==> config.mk <==
export PLATFORM = sky130hd
export DESIGN_NAME = best_rational_approximation
export DESIGN_NICKNAME = d
export VERILOG_FILES = /design/src/design/bra_pkg.sv /design/src/design/bra_div.sv /design/src/design/bra_datapath.sv /design/src/design/bra_ctrl.sv /design/src/design/best_rational_approximation.sv
export SDC_FILE = /design/constraint.sdc
export NUM_CORES = 2
export LEC_CHECK = 0
export BUFFER_PORTS_ARGS = -buffer_cell sky130_fd_sc_hd__buf_2
export CORE_MARGIN = 3
export CORE_UTILIZATION = 42
export DETAILED_ROUTE_END_ITERATION = 7
export GPL_TIMING_DRIVEN = 0
export HOLD_SLACK_MARGIN = 0.1
export PLACE_DENSITY_LB_ADDON = 0.1
export SYNTH_ARGS = -nofsm -noshare
export SYNTH_HDL_FRONTEND = slang
export SYNTH_HIERARCHICAL = 1
export SYNTH_SLANG_ARGS = --single-unit
==> constraint.sdc <==
create_clock -name clk_i -period 11 [get_ports clk_i]
set_clock_uncertainty 0.05 [all_clocks]
set_input_delay 0.55 -clock clk_i [delete_from_list [all_inputs] [get_ports clk_i]]
set_output_delay 0.55 -clock clk_i [all_outputs]
set_load 0.02 [all_outputs]
==> src/design/bra_pkg.sv <==
// ------------------------------------------------------------------------------
// Best rational approximation package
// Shared widths, operation codes and the controller/datapath interface types.
// ------------------------------------------------------------------------------
package bra_pkg;

  // fixed field widths
  localparam int VW   = 32;  // input value
  localparam int KW   = 16;  // denominators
  localparam int ACCW = 64;  // multiply-accumulate register
  localparam int DSW  = 50;  // distance terms |h*2^F - v*k|

  localparam logic [KW-1:0] MAX_DEN_RESET = 16'd1000;

  // register index of max_denominator (paddr bit 2)
  localparam logic REG_MAX_DEN = 1'b0;

  // multiply-accumulate operations
  localparam logic [2:0] MOP_KN  = 3'd0;  // k1*a + k0
  localparam logic [2:0] MOP_HN  = 3'd1;  // h1*a + h0
  localparam logic [2:0] MOP_KS  = 3'd2;  // k1*t + k0
  localparam logic [2:0] MOP_HS  = 3'd3;  // h1*t + h0
  localparam logic [2:0] MOP_VK1 = 3'd4;  // v*k1
  localparam logic [2:0] MOP_VKS = 3'd5;  // v*ks
  localparam logic [2:0] MOP_DSK = 3'd6;  // ds*k1
  localparam logic [2:0] MOP_DCK = 3'd7;  // dc*ks

  // divider operand select
  localparam logic DSEL_EUCLID = 1'b0;
  localparam logic DSEL_SEMI   = 1'b1;

  // result select
  localparam logic [1:0] ESEL_EXACT = 2'd0;
  localparam logic [1:0] ESEL_CONV  = 2'd1;
  localparam logic [1:0] ESEL_SEMI  = 2'd2;

  // controller to datapath commands
  typedef struct packed {
    logic       load;
    logic       mul_lo;
    logic       mul_hi;
    logic       wb;
    logic       div_start;
    logic       div_take;
    logic       emit;
    logic [2:0] mop;
    logic       dsel;
    logic [1:0] esel;
  } bra_cmd_t;

  // datapath to controller status
  typedef struct packed {
    logic kn_over;
    logic r_zero;
    logic take_semi;
    logic div_busy;
    logic out_free;
  } bra_stat_t;

endpackage

==> src/design/bra_div.sv <==
// ------------------------------------------------------------------------------
// Iterative unsigned divider
// Restoring division, one quotient bit per cycle.
// ------------------------------------------------------------------------------
module bra_div #(
  parameter int W = 17
) (
  input  logic         clk_i,
  input  logic         rst_ni,
  input  logic         start_i,
  input  logic [W-1:0] dividend_i,
  input  logic [W-1:0] divisor_i,
  output logic         busy_o,
  output logic [W-1:0] quot_o,
  output logic [W-1:0] rem_o
);

  localparam int CW = $clog2(W + 1);

  logic [W-1:0]  quo_q, quo_d;
  logic [W-1:0]  rem_q, rem_d;
  logic [W-1:0]  dvs_q;
  logic [CW-1:0] cnt_q, cnt_d;
  logic          busy_q, busy_d;
  logic [W:0]    trial;
  logic [W:0]    diff;

  // one restoring step
  always_comb begin
    trial = {rem_q, quo_q[W-1]};
    diff  = trial - {1'b0, dvs_q};
    quo_d = quo_q;
    rem_d = rem_q;
    cnt_d = cnt_q;
    busy_d = busy_q;
    if (start_i) begin
      quo_d  = dividend_i;
      rem_d  = '0;
      cnt_d  = CW'(W);
      busy_d = 1'b1;
    end else if (busy_q) begin
      if (trial >= {1'b0, dvs_q}) begin
        rem_d = diff[W-1:0];
        quo_d = {quo_q[W-2:0], 1'b1};
      end else begin
        rem_d = trial[W-1:0];
        quo_d = {quo_q[W-2:0], 1'b0};
      end
      cnt_d  = cnt_q - CW'(1);
      busy_d = (cnt_q != CW'(1));
    end
  end

  // control state
  always_ff @(posedge clk_i or negedge rst_ni) begin
    if (!rst_ni) begin
      busy_q <= 1'b0;
      cnt_q  <= '0;
    end else begin
      busy_q <= busy_d;
      cnt_q  <= cnt_d;
    end
  end

  // operands and partial results
  always_ff @(posedge clk_i) begin
    quo_q <= quo_d;
    rem_q <= rem_d;
    if (start_i) begin
      dvs_q <= divisor_i;
    end
  end

  assign busy_o = busy_q;
  assign quot_o = quo_q;
  assign rem_o  = rem_q;

endmodule

==> src/design/bra_datapath.sv <==
// ------------------------------------------------------------------------------
// Best rational approximation datapath
// Euclid remainders, convergent registers, shared multiply-accumulate unit,
// shared divider and the output register.
// ------------------------------------------------------------------------------
module bra_datapath #(
  parameter int FRAC_BITS = 16
) (
  input  logic              clk_i,
  input  logic              rst_ni,
  input  bra_pkg::bra_cmd_t cmd_i,
  output bra_pkg::bra_stat_t stat_o,
  input  logic [31:0]       value_i,
  input  logic [15:0]       max_den_i,
  input  logic              out_ready_i,
  output logic              out_valid_o,
  output logic [31:0]       numerator_o,
  output logic [15:0]       denominator_o,
  output logic              exact_o
);

  localparam int QW   = FRAC_BITS + 1;
  localparam int DW   = (QW > 16) ? QW : 16;
  localparam int HW   = 49 - FRAC_BITS;
  localparam int KW   = bra_pkg::KW;
  localparam int ACCW = bra_pkg::ACCW;
  localparam int DSW  = bra_pkg::DSW;

  localparam logic [31:0] FMASK = 32'((64'd1 << FRAC_BITS) - 64'd1);
  localparam logic [QW-1:0] Q1  = QW'(1) << FRAC_BITS;

  function automatic logic [DSW-1:0] absdiff(input logic [DSW-1:0] x,
                                             input logic [DSW-1:0] y);
    absdiff = (x >= y) ? (x - y) : (y - x);
  endfunction

  // item and euclid state
  logic [31:0]     v_q;
  logic [KW-1:0]   md_q;
  logic [QW-1:0]   p_q, q_q, r_q;
  logic [31:0]     a_q;
  logic [KW-1:0]   t_q;
  // convergents and semiconvergent
  logic [HW-1:0]   h1_q, h0_q, hs_q;
  logic [KW-1:0]   k1_q, k0_q, kn_q, ks_q;
  // distances and cross product
  logic [DSW-1:0]  dc_q, ds_q;
  logic [ACCW-1:0] lhs_q;
  logic [ACCW-1:0] acc_q, acc_d;
  // output register
  logic            out_valid_q;
  logic [31:0]     num_q;
  logic [KW-1:0]   den_q;
  logic            exact_q;

  logic [ACCW-1:0] mul_a;
  logic [31:0]     mul_b;
  logic [ACCW-1:0] mul_c;
  logic [31:0]     mul_half;
  logic [63:0]     prod;
  logic [DW-1:0]   div_n, div_d, div_quot, div_rem;
  logic            div_busy;
  logic [DSW-1:0]  h1_sh, hs_sh;
  logic [HW-1:0]   e_h;
  logic [KW-1:0]   e_k;
  logic            e_ex;
  logic            e_sat;
  logic            out_free;

  // operand select for the shared multiplier
  always_comb begin
    mul_a = '0;
    mul_b = '0;
    mul_c = '0;
    case (cmd_i.mop)
      bra_pkg::MOP_KN: begin
        mul_a = ACCW'(a_q);
        mul_b = 32'(k1_q);
        mul_c = ACCW'(k0_q);
      end
      bra_pkg::MOP_HN: begin
        mul_a = ACCW'(h1_q);
        mul_b = a_q;
        mul_c = ACCW'(h0_q);
      end
      bra_pkg::MOP_KS: begin
        mul_a = ACCW'(t_q);
        mul_b = 32'(k1_q);
        mul_c = ACCW'(k0_q);
      end
      bra_pkg::MOP_HS: begin
        mul_a = ACCW'(h1_q);
        mul_b = 32'(t_q);
        mul_c = ACCW'(h0_q);
      end
      bra_pkg::MOP_VK1: begin
        mul_a = ACCW'(v_q);
        mul_b = 32'(k1_q);
      end
      bra_pkg::MOP_VKS: begin
        mul_a = ACCW'(v_q);
        mul_b = 32'(ks_q);
      end
      bra_pkg::MOP_DSK: begin
        mul_a = ACCW'(ds_q);
        mul_b = 32'(k1_q);
      end
      bra_pkg::MOP_DCK: begin
        mul_a = ACCW'(dc_q);
        mul_b = 32'(ks_q);
      end
      default: ;
    endcase
  end

  // 32x32 multiplier, low half then high half of operand a
  assign mul_half = cmd_i.mul_hi ? mul_a[63:32] : mul_a[31:0];
  assign prod     = mul_half * mul_b;

  always_comb begin
    acc_d = acc_q;
    if (cmd_i.mul_lo) begin
      acc_d = prod + mul_c;
    end else if (cmd_i.mul_hi) begin
      acc_d = acc_q + {prod[31:0], 32'b0};
    end
  end

  // divider operands
  assign div_n = (cmd_i.dsel == bra_pkg::DSEL_SEMI) ? DW'(md_q - k0_q) : DW'(p_q);
  assign div_d = (cmd_i.dsel == bra_pkg::DSEL_SEMI) ? DW'(k1_q) : DW'(q_q);

  bra_div #(
    .W (DW)
  ) u_div (
    .clk_i      (clk_i),
    .rst_ni     (rst_ni),
    .start_i    (cmd_i.div_start),
    .dividend_i (div_n),
    .divisor_i  (div_d),
    .busy_o     (div_busy),
    .quot_o     (div_quot),
    .rem_o      (div_rem)
  );

  // numerators scaled to the fixed-point grid
  assign h1_sh = DSW'(h1_q) << FRAC_BITS;
  assign hs_sh = DSW'(hs_q) << FRAC_BITS;

  // result select and saturation
  always_comb begin
    case (cmd_i.esel)
      bra_pkg::ESEL_EXACT: begin
        e_h  = h1_q;
        e_k  = k1_q;
        e_ex = 1'b1;
      end
      bra_pkg::ESEL_SEMI: begin
        e_h  = hs_q;
        e_k  = ks_q;
        e_ex = (ds_q == '0);
      end
      default: begin
        e_h  = h1_q;
        e_k  = k1_q;
        e_ex = (dc_q == '0);
      end
    endcase
    e_sat = (64'(e_h) > 64'h0000_0000_FFFF_FFFF);
  end

  assign out_free = !out_valid_q || out_ready_i;

  // working registers
  always_ff @(posedge clk_i) begin
    acc_q <= acc_d;
    if (cmd_i.load) begin
      v_q  <= value_i;
      md_q <= (max_den_i == '0) ? KW'(1) : max_den_i;
      a_q  <= value_i >> FRAC_BITS;
      r_q  <= QW'(value_i & FMASK);
      q_q  <= Q1;
      h1_q <= HW'(1);
      h0_q <= '0;
      k1_q <= '0;
      k0_q <= KW'(1);
    end
    if (cmd_i.div_take) begin
      if (cmd_i.dsel == bra_pkg::DSEL_SEMI) begin
        t_q <= div_quot[KW-1:0];
      end else begin
        a_q <= 32'(div_quot);
        r_q <= div_rem[QW-1:0];
      end
    end
    if (cmd_i.wb) begin
      case (cmd_i.mop)
        bra_pkg::MOP_KN:  kn_q <= acc_q[KW-1:0];
        bra_pkg::MOP_HN: begin
          h0_q <= h1_q;
          h1_q <= acc_q[HW-1:0];
          k0_q <= k1_q;
          k1_q <= kn_q;
          p_q  <= q_q;
          q_q  <= r_q;
        end
        bra_pkg::MOP_KS:  ks_q  <= acc_q[KW-1:0];
        bra_pkg::MOP_HS:  hs_q  <= acc_q[HW-1:0];
        bra_pkg::MOP_VK1: dc_q  <= absdiff(h1_sh, acc_q[DSW-1:0]);
        bra_pkg::MOP_VKS: ds_q  <= absdiff(hs_sh, acc_q[DSW-1:0]);
        bra_pkg::MOP_DSK: lhs_q <= acc_q;
        default: ;
      endcase
    end
    if (cmd_i.emit) begin
      num_q   <= e_sat ? 32'hFFFF_FFFF : 32'(e_h);
      den_q   <= e_k;
      exact_q <= e_ex && !e_sat;
    end
  end

  // output register valid
  always_ff @(posedge clk_i or negedge rst_ni) begin
    if (!rst_ni) begin
      out_valid_q <= 1'b0;
    end else if (cmd_i.emit) begin
      out_valid_q <= 1'b1;
    end else if (out_ready_i) begin
      out_valid_q <= 1'b0;
    end
  end

  // status back to the controller
  assign stat_o.kn_over   = (acc_q > ACCW'(md_q));
  assign stat_o.r_zero    = (r_q == '0);
  assign stat_o.take_semi = (lhs_q < acc_q);
  assign stat_o.div_busy  = div_busy;
  assign stat_o.out_free  = out_free;

  assign out_valid_o   = out_valid_q;
  assign numerator_o   = num_q;
  assign denominator_o = den_q;
  assign exact_o       = exact_q;

endmodule

==> src/design/bra_ctrl.sv <==
// ------------------------------------------------------------------------------
// Best rational approximation controller
// Sequences load, euclid steps, the semiconvergent comparison and the result.
// ------------------------------------------------------------------------------
module bra_ctrl (
  input  logic               clk_i,
  input  logic               rst_ni,
  input  logic               in_valid_i,
  output logic               in_ready_o,
  input  bra_pkg::bra_stat_t stat_i,
  output bra_pkg::bra_cmd_t  cmd_o
);

  localparam logic [2:0] S_IDLE   = 3'd0;
  localparam logic [2:0] S_MLO    = 3'd1;
  localparam logic [2:0] S_MHI    = 3'd2;
  localparam logic [2:0] S_WB     = 3'd3;
  localparam logic [2:0] S_DSTART = 3'd4;
  localparam logic [2:0] S_DWAIT  = 3'd5;
  localparam logic [2:0] S_EMIT   = 3'd6;

  logic [2:0] state_q, state_d;
  logic [2:0] mop_q, mop_d;
  logic       dsel_q, dsel_d;
  logic [1:0] esel_q, esel_d;

  // next state and commands
  always_comb begin
    state_d = state_q;
    mop_d   = mop_q;
    dsel_d  = dsel_q;
    esel_d  = esel_q;
    cmd_o           = '0;
    cmd_o.mop       = mop_q;
    cmd_o.dsel      = dsel_q;
    cmd_o.esel      = esel_q;
    in_ready_o      = 1'b0;
    case (state_q)
      S_IDLE: begin
        in_ready_o = 1'b1;
        if (in_valid_i) begin
          cmd_o.load = 1'b1;
          mop_d      = bra_pkg::MOP_KN;
          state_d    = S_MLO;
        end
      end
      S_MLO: begin
        cmd_o.mul_lo = 1'b1;
        state_d      = S_MHI;
      end
      S_MHI: begin
        cmd_o.mul_hi = 1'b1;
        state_d      = S_WB;
      end
      S_WB: begin
        cmd_o.wb = 1'b1;
        state_d  = S_MLO;
        case (mop_q)
          bra_pkg::MOP_KN: begin
            // bound exceeded: go for the semiconvergent
            if (stat_i.kn_over) begin
              dsel_d  = bra_pkg::DSEL_SEMI;
              state_d = S_DSTART;
            end else begin
              mop_d = bra_pkg::MOP_HN;
            end
          end
          bra_pkg::MOP_HN: begin
            // zero remainder ends an exact expansion
            if (stat_i.r_zero) begin
              esel_d  = bra_pkg::ESEL_EXACT;
              state_d = S_EMIT;
            end else begin
              dsel_d  = bra_pkg::DSEL_EUCLID;
              state_d = S_DSTART;
            end
          end
          bra_pkg::MOP_KS:  mop_d = bra_pkg::MOP_HS;
          bra_pkg::MOP_HS:  mop_d = bra_pkg::MOP_VK1;
          bra_pkg::MOP_VK1: mop_d = bra_pkg::MOP_VKS;
          bra_pkg::MOP_VKS: mop_d = bra_pkg::MOP_DSK;
          bra_pkg::MOP_DSK: mop_d = bra_pkg::MOP_DCK;
          default: begin
            // tie keeps the convergent
            esel_d  = stat_i.take_semi ? bra_pkg::ESEL_SEMI : bra_pkg::ESEL_CONV;
            state_d = S_EMIT;
          end
        endcase
      end
      S_DSTART: begin
        cmd_o.div_start = 1'b1;
        state_d         = S_DWAIT;
      end
      S_DWAIT: begin
        if (!stat_i.div_busy) begin
          cmd_o.div_take = 1'b1;
          mop_d   = (dsel_q == bra_pkg::DSEL_SEMI) ? bra_pkg::MOP_KS : bra_pkg::MOP_KN;
          state_d = S_MLO;
        end
      end
      S_EMIT: begin
        if (stat_i.out_free) begin
          cmd_o.emit = 1'b1;
          state_d    = S_IDLE;
        end
      end
      default: state_d = S_IDLE;
    endcase
  end

  always_ff @(posedge clk_i or negedge rst_ni) begin
    if (!rst_ni) begin
      state_q <= S_IDLE;
      mop_q   <= bra_pkg::MOP_KN;
      dsel_q  <= bra_pkg::DSEL_EUCLID;
      esel_q  <= bra_pkg::ESEL_EXACT;
    end else begin
      state_q <= state_d;
      mop_q   <= mop_d;
      dsel_q  <= dsel_d;
      esel_q  <= esel_d;
    end
  end

endmodule

==> src/design/best_rational_approximation.sv <==
// ------------------------------------------------------------------------------
// Best rational approximation of an unsigned Q16.16 value
// Input item: value. Result item: numerator/denominator nearest to value with
// denominator no larger than max_denominator, plus an exact flag in m_tuser.
// Usage: write max_denominator at byte address 0 over the APB port while idle
// (0 acts as 1, reset value 1000). Send one value per item on s_*; exactly one
// result comes out on m_* for each. One item is in work at a time: s_tready is
// high only while the block waits for an item.
// The first continued-fraction term needs no division; each further term uses
// the restoring divider, DW = max(FRAC_BITS+1, 16) bits wide, that does one
// quotient bit per cycle. When the bound stops the expansion, the semiconvergent
// compare follows, then the result is written. At most 24 terms are taken,
// since denominators grow at least like Fibonacci numbers.
// The result waits in an output register; a stall on m_tready holds it and
// lets the next item be accepted and worked on, only its final write waits.
// Reset clears the controller, divider and output valid; no clearing pass.
// ------------------------------------------------------------------------------
module best_rational_approximation #(
  parameter int FRAC_BITS = 16
) (
  input  logic        clk_i,
  input  logic        rst_ni,
  // input item stream
  input  logic        s_tvalid,
  output logic        s_tready,
  input  logic [31:0] s_tdata,   // [31:0] value
  // result item stream
  output logic        m_tvalid,
  input  logic        m_tready,
  output logic [47:0] m_tdata,   // [31:0] numerator, [47:32] denominator
  output logic        m_tuser,   // [0] exact
  // configuration
  input  logic        psel,
  input  logic        penable,
  input  logic        pwrite,
  input  logic [2:0]  paddr,
  input  logic [31:0] pwdata,
  output logic [31:0] prdata,
  output logic        pready
);

  logic [15:0]        max_den_q;
  logic               cfg_wr;
  bra_pkg::bra_cmd_t  cmd;
  bra_pkg::bra_stat_t stat;
  logic [31:0]        numerator;
  logic [15:0]        denominator;

  // configuration register
  assign pready = 1'b1;
  assign cfg_wr = psel && penable && pwrite && pready && (paddr[2] == bra_pkg::REG_MAX_DEN);

  always_ff @(posedge clk_i or negedge rst_ni) begin
    if (!rst_ni) begin
      max_den_q <= bra_pkg::MAX_DEN_RESET;
    end else if (cfg_wr) begin
      max_den_q <= pwdata[15:0];
    end
  end

  assign prdata = (paddr[2] == bra_pkg::REG_MAX_DEN) ? {16'b0, max_den_q} : '0;

  bra_ctrl u_ctrl (
    .clk_i      (clk_i),
    .rst_ni     (rst_ni),
    .in_valid_i (s_tvalid),
    .in_ready_o (s_tready),
    .stat_i     (stat),
    .cmd_o      (cmd)
  );

  bra_datapath #(
    .FRAC_BITS (FRAC_BITS)
  ) u_dp (
    .clk_i         (clk_i),
    .rst_ni        (rst_ni),
    .cmd_i         (cmd),
    .stat_o        (stat),
    .value_i       (s_tdata),
    .max_den_i     (max_den_q),
    .out_ready_i   (m_tready),
    .out_valid_o   (m_tvalid),
    .numerator_o   (numerator),
    .denominator_o (denominator),
    .exact_o       (m_tuser)
  );

  assign m_tdata = {denominator, numerator};

endmodule

==> run_results.csv <==
group,metric,value,unit
place,portBuffers,122,
timing,hold_viol,0,
timing,period_minus_slack,11.08,ns
critical_path,critPathMaxStageDelay,0.62,ns
synth,ys_types,129,
synth,synth_edf_count,457,
floorplan,rows,154,
synth,async_reset_ff_share,4.78,%
critical_path,r2r.worst_path.cells,37,
drt,detail-route-antenna-nets,0,
job,maxCapViolations,0,
worst_hold_path,hold_path.class,"primary input to flip-flop",
critical_path,path_max_fanout,9,
critical_path,critical_path_class,"flip-flop to flip-flop",
critical_path,cp_slowest_cell,"fa_1",
synth,synth_top_family_by_area,"adder cells",
drt,finalWirelength,356000,um
synth,syn_inst,8203,
floorplan,dieArea,183000,um2
drt,wl_per_cell,32.0,um
global_route,antenna_found_initial,18,
floorplan,dieWidth,428,um
critical_path,crit_path_start_kind,"flip-flop",
synth,yosys.area_share.xor_xnor,2.77,%
drt,drt_iter0_drc,7665,
timing,max_freq,0.0902,GHz
critical_path,timing.rr.start,"u_ctrl/mop_q[2]",
critical_path,crit_required,11.52,ns
synth,netlist_area,74800,um2
cts,cts_tree,"done",
critical_path,r2r-end,"u_dp/acc_q[63]",
synth,yosysSeqAreaShare,24.3,%
global_route,grt.total_usage,38.2,%
cts,insertion_delay,0.75,ns
critical_path,cp_common_cell,"fa_1",
drt,first_pass_iters,6,
drt,avgViaCountPerCell,5.92,
global_route,overflow,0,
place,dp_slack,-4.62,ns
synth,synth_fa_ha_area_share,33.7,%
cts,clk_pin_slew,0.06,ns
cells_and_area,fin_cells,11100,
timing,fin_ws,-0.0846,ns
floorplan,die_h,428,um
floorplan,start_util,42.4,%
cts,cts.sinks,670,
floorplan,boundaryPins,158,
timing,fin_crit_sh,101,%
synth,syn_area_per_cell,9.12,um2
synth,yosysWarningCount,6,
synth,synth_area_leader_cell,"fa_1",
critical_path,crit_buf_inv,11,
place,place_congestion,1.06,
critical_path,worstPathArrival,11.60,ns
cells_and_area,nNetsFinal,10300,
cts,clockBufferDepth,3,
synth,synth.area.mux_share,2.67,%
critical_path,cpLargestDelayFamily,"adder cells",
synth,synth_compound_area_share,12.9,%
floorplan,core,176000,um2
timing,setup_violations,5,
place,post_dp_cell_area,78900,um2
drt,vias,66000,
cts,cts.htree.levels,3,
cts,root_buffer,"clkbuf_16",
timing,report.final.slew_viol_count,0,
place,place_hpwl,286000,um
critical_path,cp-end-kind,"flip-flop",
synth,ys_ff_latch,670,
critical_path,r2r_slack,-0.08,ns
cts,cts_buffers,82,
timing,whs,0.148,ns
synth,synth-simple-area-share,15.1,%
worst_hold_path,hold_end,"u_dp/v_q[19]",
status,status,"finished, violations left",
global_route,grt_pass1_wl,496000,um
timing,relSlewSlack,3.39,%
status,violations,"setup timing",
timing,worst_pin_slew,1.45,ns
timing,rsz0062_at_grt,"yes",
global_route,grt_max_degree,34,
synth,synth-main-ff-cell,"edfxtp_1",
global_route,grt_pass1_vias,65700,
cells_and_area,area_delta_synth_final,19.7,%
cells_and_area,drive_gt1_share,16.5,%
worst_hold_path,hold_path_startpoint,"s_tdata[19]",
cells_and_area,final_area,89500,um2
worst_hold_path,hold_depth,1,
drt,drt_drc_violations_left,0,
synth,yosys.area.top_type_share,24.1,%
place,placedCellCount,10700,
synth,synth.area.top_cells,"fa_1, edfxtp_1, ha_1, inv_1, nand2_1",
-- state kept, by name, summed over array words and instances, names as in the netlist, 32 cells and up --
| name | flops |
|---|---|
| u_dp/acc_q | 64 |
| u_dp/lhs_q | 64 |
| u_dp/dc_q | 50 |
| u_dp/ds_q | 50 |
| u_dp/h0_q | 33 |
| u_dp/h1_q | 33 |
| u_dp/hs_q | 33 |
| u_dp/a_q | 32 |
| u_dp/numerator_o | 32 |
| u_dp/v_q | 32 |
-- final cells by class --
class / count / area (um2)
repair buffers: 451 / 3700
diodes: 4 / 10.0
inverters: 1177 / 4420
fillers: 16600 / 87000
multi-input cells: 5900 / 53900
flip-flops and latches: 670 / 18200
well taps: 2340 / 2930
clock inverters: 52 / 841
plain buffers: 445 / 3410
clock buffers: 101 / 2170
-- cells by family after synthesis --
kind of cell | count (synthesis)
simple gates | 2513
buf+inv | 1648
fa+ha+maj | 1474
compound gates | 1473
flops | 670
xor+xnor | 236
mux | 187
other cells | 2
-- stage by stage --
step	TNS, ns	util (%)
floorplan	0	-
global placement	-165.76	44.4
detailed placement	-167.47	44.7
CTS	-0.229	49.4
global route	-3.03	50.7
finish	-0.202	50.7
-- worst register-to-register path, delay by kind of cell, from the launching register on --
| family | cells | cell delay, ns |
|---|---|---|
| buf+inv | 11 | 1.93 |
| compound gates | 11 | 2.33 |
| simple gates | 5 | 1.51 |
| xor+xnor | 1 | 0.19 |
| flops | 1 | 0.58 |
| fa+ha+maj | 9 | 4.33 |
-- routing by layer --
| metal | part of all wire (%) | up-vias | wire length, um | GRT usage, % |
|---|---|---|---|---|
| met3 | 10 | 900 | 37100 | 9.96 |
| li1 | - | 28100 | - | - |
| met2 | 42 | 3600 | 150000 | 56.7 |
| met5 | 0.037 | - | 132 | 0 |
| met1 | 41 | 33400 | 145000 | 51.0 |
| met4 | 6.9 | 10 | 24600 | 20.6 |
-- how the worst max path moves through the flow --
| stage | slack (ns) | start | end | cells after the start |
|---|---|---|---|---|
| floorplan | 0.08 | u_ctrl/mop_q[0] | u_dp/acc_q[56] | 41 |
| global placement | -4.56 | u_ctrl/mop_q[1] | u_dp/acc_q[56] | 40 |
| detailed placement | -4.62 | u_ctrl/mop_q[2] | u_dp/acc_q[56] | 41 |
| CTS | -0.09 | u_ctrl/mop_q[2] | u_dp/acc_q[63] | 36 |
| global route | -0.25 | u_ctrl/state_q[2] | u_dp/acc_q[56] | 44 |
| finish | -0.08 | u_ctrl/mop_q[2] | u_dp/acc_q[63] | 37 |
-- repair_timing --
item,CTS,global route
pin swaps,113,137
endpoints found under the setup margin,54,34
gates cloned,2,3
hold buffers,44,0
resized for setup,958,412
endpoints found under the hold margin,82,0
buffers inserted,149,106
-- synth_stat cells, types with 13 or more instances --
master	count
a211oi_1	48
a21o_1	168
a21oi_1	361
a221oi_1	38
a31o_2	14
a31oi_1	34
and2_1	71
and3_1	29
buf_1	28
buf_2	26
buf_4	22
clkbuf_1	385
dfrtp_1	26
dfxtp_1	181
edfxtp_1	457
fa_1	902
ha_1	572
inv_1	1174
mux2_2	49
mux2_4	13
mux2i_1	124
nand2_1	971
nand2b_1	164
nand3_1	76
nand4_1	73
nor2_1	811
nor2b_1	50
nor3_1	70
nor3b_1	25
nor4_1	60
o211ai_1	56
o21a_1	48
o21ai_0	350
o21ai_1	23
o21bai_1	40
o22a_1	16
o22ai_1	35
o31ai_1	75
or2_2	22
or3_1	21
xnor2_1	155
xor2_1	80
-- cell usage in the layout, fill, tap and decap left out, types with 73 or more instances in the layout --
cell type and instances:
mux2i_1 95, clkbuf_16 105, buf_4 258, fa_1 866, ha_1 546, a21o_1 157, o21ai_0 276, xnor2_1 136
dfxtp_1 181, nand2b_1 154, inv_1 1165, nand3_1 74, nand2_1 958, a21oi_1 308, clkbuf_1 201, nand4_1 73
nor2_1 737, edfxtp_1 457, buf_2 151
Power is not shown: default switching activity piles up to over one toggle a cycle in this logic, so the estimate is an artifact.
